**src/rtl/core/iitl_pkg.sv**
```systemverilog
// Shared codes, widths and types of the ideal index table lookup engine.
package iitl_pkg;

  localparam int FIELD_BITS = 32;
  localparam int INDEX_BITS = 16;
  localparam int STATUS_BITS = 3;
  localparam int OP_BITS = 2;
  localparam int CFG_ADDR_BITS = 3;
  localparam int SIDE_MODE_BITS = 2;
  localparam int CACHE_LIMIT_BITS = 13;
  localparam int IN_DATA_BITS = 104;
  localparam int OUT_DATA_BITS = 24;

  localparam logic [OP_BITS-1:0] OP_CLEAR = 2'd0;
  localparam logic [OP_BITS-1:0] OP_APPEND = 2'd1;
  localparam logic [OP_BITS-1:0] OP_LOOKUP = 2'd2;

  localparam logic [STATUS_BITS-1:0] ST_OK = 3'd0;
  localparam logic [STATUS_BITS-1:0] ST_CACHE_MISMATCH = 3'd1;
  localparam logic [STATUS_BITS-1:0] ST_ABOVE_BOUND = 3'd2;
  localparam logic [STATUS_BITS-1:0] ST_NOT_FOUND = 3'd3;
  localparam logic [STATUS_BITS-1:0] ST_TABLE_FULL = 3'd4;

  localparam logic [CFG_ADDR_BITS-1:0] REG_SIDE_MODE = 3'd0;
  localparam logic [CFG_ADDR_BITS-1:0] REG_SPECIAL_VALUE = 3'd1;
  localparam logic [CFG_ADDR_BITS-1:0] REG_CACHE_LIMIT = 3'd2;
  localparam logic [CFG_ADDR_BITS-1:0] REG_PRIME_BOUND_ZERO = 3'd3;
  localparam logic [CFG_ADDR_BITS-1:0] REG_PRIME_BOUND_ONE = 3'd4;

  localparam logic [SIDE_MODE_BITS-1:0] MODE_RAT_ZERO = 2'd1;
  localparam logic [SIDE_MODE_BITS-1:0] MODE_RAT_ONE = 2'd2;

  typedef struct packed {
    logic lt;
    logic eq;
  } cmp_res_t;

endpackage

```
**src/rtl/core/iitl_cmp.sv**
```systemverilog
// Shared magnitude and equality compare unit used by the sequencer.
module iitl_cmp #(
  parameter int W = 32
) (
  input  logic [W-1:0]      a_i,
  input  logic [W-1:0]      b_i,
  output iitl_pkg::cmp_res_t res_o
);

  assign res_o.lt = (a_i < b_i);
  assign res_o.eq = (a_i == b_i);

endmodule
```
**config.mk**
```make
export PLATFORM = sky130hd
export DESIGN_NAME = iitl_cmp
export DESIGN_NICKNAME = d
export VERILOG_FILES = /design/src/rtl/core/iitl_pkg.sv /design/src/rtl/core/iitl_cmp.sv
export SDC_FILE = /design/constraint.sdc
export NUM_CORES = 1
export LEC_CHECK = 0
export BUFFER_PORTS_ARGS = -buffer_cell sky130_fd_sc_hd__buf_2
export CORE_UTILIZATION = 42
export DETAILED_ROUTE_END_ITERATION = 10
export PLACE_DENSITY_LB_ADDON = 0.12
export SYNTH_ARGS = -nofsm -noshare
export SYNTH_HDL_FRONTEND = slang
export SYNTH_SLANG_ARGS = --single-unit
```
**constraint.sdc**
```tcl
create_clock -name vclk -period 3.6
set_input_delay 0.72 -clock vclk [all_inputs]
set_output_delay 0.72 -clock vclk [all_outputs]
set_load 0.1 [all_outputs]
```
# After elaboration in Yosys (flattened, before gate mapping)
# Cells that the tools add are included.
dict set report word_totals {
  regBits 0
  input_bits 64
}
dict set report classes {
  magnitude_cmp 1
  n_eq_ne 1
}
# cell n
set ops {}
lappend ops {{equality test 32 bit} 1}
lappend ops {{less-than comparator 32 bit} 1}

# Longest topological paths before layout
# Gate-level depths: netlist (run 1).
dict set report logic_depth {
  ltp_word 1
  ltp_mapped 7
}

# Least setup slack after synthesis (run 1)
# No wires, ideal clock.
dict set report synth_timing {
  kind {input to output}
  startpoint {in b_i[13]}
  endpoint {out res_o[1] (netlist name)}
  arrival_ns 3.921
  required_time_ns 2.880
  slack_ns -1.041
  stages 7
  n_path_buf 0
  cell_sequence {inv_1 -> ha_1 -> a21oi_1 -> nor2_1 -> a211o_1 -> or4b_1 -> a2111oi_2}
}
# element line
set synth_rtl {}
lappend synth_rtl {{from (decl)} iitl_cmp.sv:6} ;# input logic [W-1:0] b_i,
lappend synth_rtl {{to (decl)} iitl_cmp.sv:7} ;# output iitl_pkg::cmp_res_t res_o

==> run summary, run 1 <==
• **result of the run** completed
• **length of the first detailed-routing pass in iterations** 3
• **startpoint kind of the worst setup timing path** primary input
• **number of antenna violations at the first check in global routing** 0
• **fin crit period** 3.33 ns
• **overall power of the completed layout** 0.000130 W
• **final cycle utilization of the critical path** 92.5%
• **post-synthesis share of cell area spent on xor and xnor gates** 0%
• **final cell count without fillers** 206
• **Buffers on Ports** 66
• **fin area** 1220 µm²
• **Final Worst Setup Slack** 0.270 ns
• **worst slew margin relative to its limit** 67.4%
• **final-layout clock buffer total** 0
• **sequential cell area in the final layout** 0 µm²
• **Worst Path Class, Setup** primary input to primary output
• **Congestion Overflow GR** 0
• **number of remaining DRC errors** 0
• **average wire per standard cell** 8.98 µm
• **Power Dens Cells** 107 nW/µm²
• **number of placed instances, taps included** 206
• **worst hold slack after final layout** 1.92 ns
• **YS warnings** 0
• **worst-case setup slack after placement** 0.251 ns
• **Final Slew Violations** 0
• **VDD IR max** 0.0801 mV
• **total length of routed wires** 1850 µm
• **most common cell after layout, fill and taps aside** buf_2
• **kind of end point of the critical path** primary output
• **cts hold-fix bufs** 0
• **Worst EP arrival** 2.61 ns
• **overall routing resource usage** 17.7%
• **die outline height** 45.9 µm
• **post-detailed-route count of antenna-violating nets** 0
• **Maximum Capacitance Violations** 0
• **maximum fanout along the worst path** 3
• **dpl cell area** 1220 µm²
• **number of I/O pins** 66
• **count of routing violations after the opening detailed-route iteration** 2
• **via count of the first global-routing pass** 833
• **required time at the worst-slack endpoint** 2.88 ns
• **antenna diode count** 0
• **Synthesized Nets** 211
• **Detail Placement HPWL** 1820 µm
• **largest family of logic cells by synthesized area** adder cells
• **standard cell core area** 1760 µm²
• **complex-gate fraction of the synthesized area** 17.0%
• **final hold violations** 0
• **most frequent cells in the layout** buf_2 (65), inv_1 (31), ha_1 (31)
• **measured slew at the worst slew-check pin** 0.493 ns
• **number of nets in the layout** 279
• **Area Growth Syn to Fin** 50.5%
• **area share of and/or/nand/nor cells after synthesis** 18.6%
• **RSZ-0062 raised after global routing** no
• **routed via count** 966
• **final estimated routing congestion in global placement** 0.650
• **achievable frequency** 300 MHz
• **Final setup viols** 0
• **overall die width** 45.9 µm
• **average via count per standard cell** 4.69
• **Post-Syn Area** 808 µm²
• **Row Count** 15
• **Hold Crit Class** primary input to primary output
• **post-CTS setup buffer count** 0
• **mean instance size in the synthesized netlist** 7.03 µm²
• **Synth Instances** 115
• **multiplexer area fraction after synthesis** 0%
• **FF+latch count** 0
• **fillcell total** 189
• **Post-Synth Adder-Cell Area** 49.5%
• **sequential cell area fraction in the yosys report** 0%
• **ratio of cells with drive above 1 in the final layout** 39.8%
• **die area** 2100 µm²
• **number of unique standard cell types used by synthesis** 22
• **global-route wire length before repair** 2890 µm
• **Resized Gates After CTS** 0
• **Initial Util** 45.8%
• **Static Leakage** 0.778 nW
• **Multi-input gate area** 719 µm²
• **largest net degree at the start of global routing** 4
power breakdown:
part	switching [W]	internal, W	total [W]
Sequential	0	0	0
Combinational	0.0000626	0.0000675	0.000130
Clock	0	0	0
cells in the mapped netlist, drive strengths merged:
cell type / n / area share [%]
nor4: 1 / 0.77
o211ai: 1 / 0.93
a211o: 1 / 1.1
ha: 32 / 50
a21boi: 1 / 0.93
nor2b: 2 / 1.5
a211oi: 1 / 0.93
a21o: 1 / 0.93
nand4: 4 / 3.1
or4b: 1 / 1.2
o21ai: 4 / 2.5
nand3: 2 / 1.2
a2111oi: 1 / 1.9
or3: 1 / 0.77
nand2: 10 / 5.0
inv: 32 / 15
nor2: 6 / 2.8
a21oi: 11 / 6.8
a221oi: 1 / 1.1
and4: 2 / 2.2
path summary, 6_finish.rpt:
check	start	to	slack, ns	cells after the start
max	a_i[15]	res_o[1]	0.27	8
min	a_i[31]	res_o[1]	1.92	4
cells by family after synthesis:
logic type | after synthesis
adders and majority gates | 32
buffers and inverters | 32
and+or+nand+nor | 29
AOI/OAI and AO/OA | 22
critical path, cell delays in order:
cell	delay, ns
buf_2	0.10
ha_1	0.32
nand4_1	0.13
nor4_1	0.09
a21boi_1	0.13
or4b_4	0.53
a2111oi_4	0.36
buf_12	0.22
metrics by stage:
step | utilization, % | TNS, ns
after floorplan | - | -0.169
after global placement | 68.9 | 0
after detailed placement | 68.9 | 0
after CTS | 68.9 | 0
after global routing | 68.9 | 0
final | 68.9 | 0
per-layer routing:
metal,routed length (µm),vias to the layer above,GRT usage [%]
met3,111,0,1.59
li1,-,527,-
met5,0,-,0
met4,0,0,0
met2,1010,33,40.0
met1,723,406,17.2
final cells by class:
| type | count | area share [%] |
|---|---|---|
| Inverter | 32 | 9.88 |
| Tap cell | 25 | 2.57 |
| Multi-Input combinational cell | 83 | 59.2 |
| Timing Repair Buffer | 66 | 28.4 |
(Power assumes the default switching activity.)
==> run 2: changes to the inputs <==
--- a/config.mk
+++ b/config.mk
@@ -8,7 +8,7 @@
 export BUFFER_PORTS_ARGS = -buffer_cell sky130_fd_sc_hd__buf_2
 export CORE_UTILIZATION = 42
 export DETAILED_ROUTE_END_ITERATION = 10
-export PLACE_DENSITY_LB_ADDON = 0.12
+export PLACE_DENSITY = 0.95
 export SYNTH_ARGS = -nofsm -noshare
 export SYNTH_HDL_FRONTEND = slang
 export SYNTH_SLANG_ARGS = --single-unit
==> constraint.sdc (replaced) <==
create_clock -name vclk -period 3.7
set_input_delay 0.185 -clock vclk [all_inputs]
set_output_delay 0.185 -clock vclk [all_outputs]
set_load 0.1 [all_outputs]
==> run summary, run 2 (synthesis gave the netlist of run 1 again) <==
• **result of the run** completed
• **count of routing violations after the opening detailed-route iteration** 2
• **standard cell core area** 1760 µm²
• **worst hold slack after final layout** 0.944 ns
• **Hold Crit Class** primary input to primary output
• **RSZ-0062 raised after global routing** no
• **worst hold path stage count** 4
• **cell type with the highest occurrence count on the critical path** buf_2
• **final cycle utilization of the critical path** 70.9%
• **final estimated routing congestion in global placement** 0.669
• **fin crit period** 2.62 ns
• **Worst EP arrival** 2.44 ns
• **cell family contributing the most delay on the critical path** compound AO/OA/AOI/OAI gates
• **overall routing resource usage** 19.5%
• **VDD IR max** 0.0746 mV
• **average via count per standard cell** 4.96
• **Hold Crit Endpoint** res_o[1]
• **Static Leakage** 0.770 nW
• **dpl cell area** 1170 µm²
• **number of I/O pins** 66
• **number of nets in the layout** 279
• **ratio of cells with drive above 1 in the final layout** 37.6%
• **post-CTS setup buffer count** 0
• **critical hold path startpoint** a_i[31]
• **number of remaining DRC errors** 0
• **Critical-path top delay cell** or4b_1
• **fin area** 1170 µm²
• **number of antenna violations at the first check in global routing** 0
• **buffer and inverter count on the worst path** 2
• **overall power of the completed layout** 0.000117 W
• **measured slew at the worst slew-check pin** 0.485 ns
• **final cell count without fillers** 206
• **Final setup viols** 0
• **worst slew margin relative to its limit** 67.9%
• **die area** 2100 µm²
• **final-layout clock buffer total** 0
• **required time at the worst-slack endpoint** 3.51 ns
• **via count of the first global-routing pass** 944
• **cts hold-fix bufs** 0
• **startpoint kind of the worst setup timing path** primary input
• **Worst Path Class, Setup** primary input to primary output
• **post-detailed-route count of antenna-violating nets** 0
• **Row Count** 15
• **sequential cell area in the final layout** 0 µm²
• **Area Growth Syn to Fin** 44.7%
• **die outline height** 45.9 µm
• **kind of end point of the critical path** primary output
• **maximum fanout along the worst path** 2
• **global-route wire length before repair** 3220 µm
• **Maximum Capacitance Violations** 0
• **overall die width** 45.9 µm
• **length of the first detailed-routing pass in iterations** 2
• **routed via count** 1022
• **antenna diode count** 0
• **setup TNS after final layout** 0 ns
• **average wire per standard cell** 9.30 µm
• **achievable frequency** 381 MHz
• **most frequent cells in the layout** buf_2 (66), inv_1 (32), ha_1 (32)
• **FF+latch count** 0
• **Final Slew Violations** 0
• **most common cell after layout, fill and taps aside** buf_2
• **worst stage delay on the critical path** 0.52 ns
• **largest net degree at the start of global routing** 4
• **Power Dens Cells** 100 nW/µm²
• **Detail Placement HPWL** 1870 µm
• **Congestion Overflow GR** 0
• **number of placed instances, taps included** 206
• **Initial Util** 45.8%
• **Resized Gates After CTS** 0
• **cell-by-cell trace of the critical path** buf_2 > ha_1 > a21oi_1 > nor2_1 > a211o_1 > or4b_1 > a2111oi_2 > buf_2
• **final hold violations** 0
• **Buffers on Ports** 66
• **total length of routed wires** 1920 µm
-- run 2: cell count changes in the layout (fill, tap and decap cells not counted) --
cell	before	now
ha_1	31	32
nor2_1	5	6
inv_2	1	0
ha_4	1	0
or4b_1	0	1
nor2_2	1	0
buf_2	65	66
or4b_4	1	0
buf_12	1	0
a2111oi_2	0	1
inv_1	31	32
a2111oi_4	1	0
-- run 2: how the worst max path moves through the flow --
stage	to	startpoint	cells past startpoint	slack (ns)
6_report	res_o[1]	a_i[13]	8	1.08
5_1_grt	res_o[1]	a_i[13]	8	1.00
4_1_cts	res_o[1]	a_i[13]	8	1.06
3_5_place_dp	res_o[1]	a_i[13]	8	1.07
3_3_place_gp	res_o[1]	a_i[13]	8	1.17
2_1_floorplan	res_o[1]	b_i[13]	7	0.13
-- run 2: area by class of cell --
cell class                 instances  area, µm²
multi-input combinational         83        688
fill                             170        594
timing repair buffer              66        330
inverter                          32        120
tap                               25       31.3
-- run 2: stage by stage --
| stage | setup slack [ns] | utilization [%] |
|---|---|---|
| floorplan | 0.129 | - |
| global placement | 1.17 | 66.3 |
| detailed placement | 1.07 | 66.3 |
| CTS | 1.06 | 66.3 |
| global route | 1.00 | 66.3 |
| finish | 1.08 | 66.3 |
-- run 2: report_power, final --
part	switching (W)	internal (W)	total [W]
sequential	0	0	0
clock	0	0	0
combinational	0.0000586	0.0000585	0.000117
-- run 2: routing by layer --
metal | part of all wire, % | up-vias | GRT usage, %
met1 | 38 | 451 | 19.5
met2 | 56 | 41 | 43.9
met5 | 0 | - | 0
met3 | 5.3 | 2 | 0
li1 | - | 528 | -
met4 | 0.57 | 0 | 1.18
==> run 3: changes to the inputs <==
--- a/config.mk
+++ b/config.mk
@@ -6,9 +6,9 @@
 export NUM_CORES = 1
 export LEC_CHECK = 0
 export BUFFER_PORTS_ARGS = -buffer_cell sky130_fd_sc_hd__buf_2
-export CORE_UTILIZATION = 42
+export CORE_UTILIZATION = 37
 export DETAILED_ROUTE_END_ITERATION = 10
-export PLACE_DENSITY = 0.95
+export PLACE_DENSITY = 0.91
 export SYNTH_ARGS = -nofsm -noshare
 export SYNTH_HDL_FRONTEND = slang
 export SYNTH_SLANG_ARGS = --single-unit
==> constraint.sdc (replaced) <==
create_clock -name vclk -period 2.3
set_input_delay 0.115 -clock vclk [all_inputs]
set_output_delay 0.115 -clock vclk [all_outputs]
set_load 0.1 [all_outputs]
==> run summary, run 3 (synthesis gave the netlist of run 1 again) <==
• **result of the run** completed
• **Area Growth Syn to Fin** 52.6%
• **kind of end point of the critical path** primary output
• **FF+latch count** 0
• **fin crit period** 2.12 ns
• **post-CTS setup buffer count** 0
• **length of the first detailed-routing pass in iterations** 1
• **number of I/O pins** 66
• **final estimated routing congestion in global placement** 0.697
• **Hold Crit Class** primary input to primary output
• **total length of routed wires** 1810 µm
• **Final Slew Violations** 0
• **required time at the worst-slack endpoint** 2.18 ns
• **average wire per standard cell** 8.71 µm
• **antenna diode count** 0
• **destination of the critical timing path** res_o[1]
• **average via count per standard cell** 4.68
• **most frequent cells in the layout** buf_2 (64), inv_1 (31), ha_1 (31)
• **VDD IR max** 0.132 mV
• **Worst EP arrival** 2.01 ns
• **Resized Gates After CTS** 0
• **Congestion Overflow GR** 0
• **Initial Util** 40.4%
• **die area** 2380 µm²
• **sequential cell area in the final layout** 0 µm²
• **global-route wire length before repair** 3150 µm
• **via count of the first global-routing pass** 903
• **routed via count** 973
• **number of nets in the layout** 279
• **largest net degree at the start of global routing** 4
• **Power Dens Cells** 164 nW/µm²
• **cts hold-fix bufs** 0
• **achievable frequency** 471 MHz
• **RSZ-0062 raised after global routing** no
• **final-layout clock buffer total** 0
• **maximum fanout along the worst path** 3
• **Buffers on Ports** 66
• **Detail Placement HPWL** 1780 µm
• **overall die width** 48.7 µm
• **Post-Route Utilization** 61.6%
• **startpoint kind of the worst setup timing path** primary input
• **Static Leakage** 0.781 nW
• **post-detailed-route count of antenna-violating nets** 0
• **number of antenna violations at the first check in global routing** 0
• **measured slew at the worst slew-check pin** 0.346 ns
• **final cycle utilization of the critical path** 92.4%
• **startpoint of the worst setup timing path** a_i[15]
• **count of routing violations after the opening detailed-route iteration** 0
• **worst hold path stage count** 4
• **most common cell after layout, fill and taps aside** buf_2
• **Maximum Capacitance Violations** 0
• **standard cell core area** 2000 µm²
• **Worst Path Class, Setup** primary input to primary output
• **Row Count** 16
• **final hold violations** 0
• **worst hold slack after final layout** 0.705 ns
• **worst slew margin relative to its limit** 76.7%
• **die outline height** 48.7 µm
• **number of remaining DRC errors** 0
• **ratio of cells with drive above 1 in the final layout** 39.8%
• **overall routing resource usage** 15.5%
• **Final setup viols** 0
[run 3: cell counts in the layout (fill, tap and decap cells not counted)]
Identical to the previous run, type by type.
[run 3: worst min-delay path by stage]
| stage | start | end | slack (ns) |
|---|---|---|---|
| finish | a_i[31] | res_o[1] | 0.70 |
| global route | a_i[31] | res_o[1] | 0.73 |
| CTS | a_i[31] | res_o[1] | 0.71 |
| detailed placement | a_i[31] | res_o[1] | 0.71 |
| global placement | a_i[31] | res_o[1] | 0.70 |
| floorplan | a_i[31] | res_o[1] | 0.53 |
[run 3: area by class of cell]
class                           count  area (µm²)
Fill cell                         187         768
Inverter                           32         120
Multi-Input combinational cell     83         719
Tap cell                           27        33.8
Timing Repair Buffer               66         360
[run 3: stage by stage]
| stage | total power, W | instances | setup slack (ns) | area, µm² | TNS [ns] |
|---|---|---|---|---|---|
| 6_report | 0.000202 | 208 | 0.176 | 1230 | 0 |
| 5_1_grt | 0.000232 | 208 | 0.0751 | 1230 | 0 |
| 4_1_cts | 0.000206 | 208 | 0.159 | 1230 | 0 |
| 3_5_place_dp | 0.000205 | 208 | 0.163 | 1230 | 0 |
| 3_3_place_gp | 0.000198 | 208 | 0.183 | 1230 | 0 |
| 2_1_floorplan | 0.000118 | 115 | -0.259 | 840 | -0.259 |
[run 3: per-layer routing]
| layer | part of all wire, % | track usage [%] | up-vias |
|---|---|---|---|
| met5 | 0 | 0 | - |
| met4 | 0 | 0 | 0 |
| met3 | 8.1 | 1.89 | 0 |
| met2 | 51 | 34.0 | 45 |
| met1 | 41 | 15.7 | 397 |
| li1 | - | - | 531 |
[run 3: worst max-delay path, stage by stage]
cell,delay (ns)
buf_2,0.10
ha_1,0.32
nand4_1,0.13
nor4_1,0.09
a21boi_1,0.13
or4b_4,0.53
a2111oi_4,0.36
buf_12,0.22
[run 3: report_power, final]
group / switching [W] / internal (W)
combinational: 0.0000969 / 0.000105
clock: 0 / 0
sequential: 0 / 0
total: 0.0000969 / 0.000105
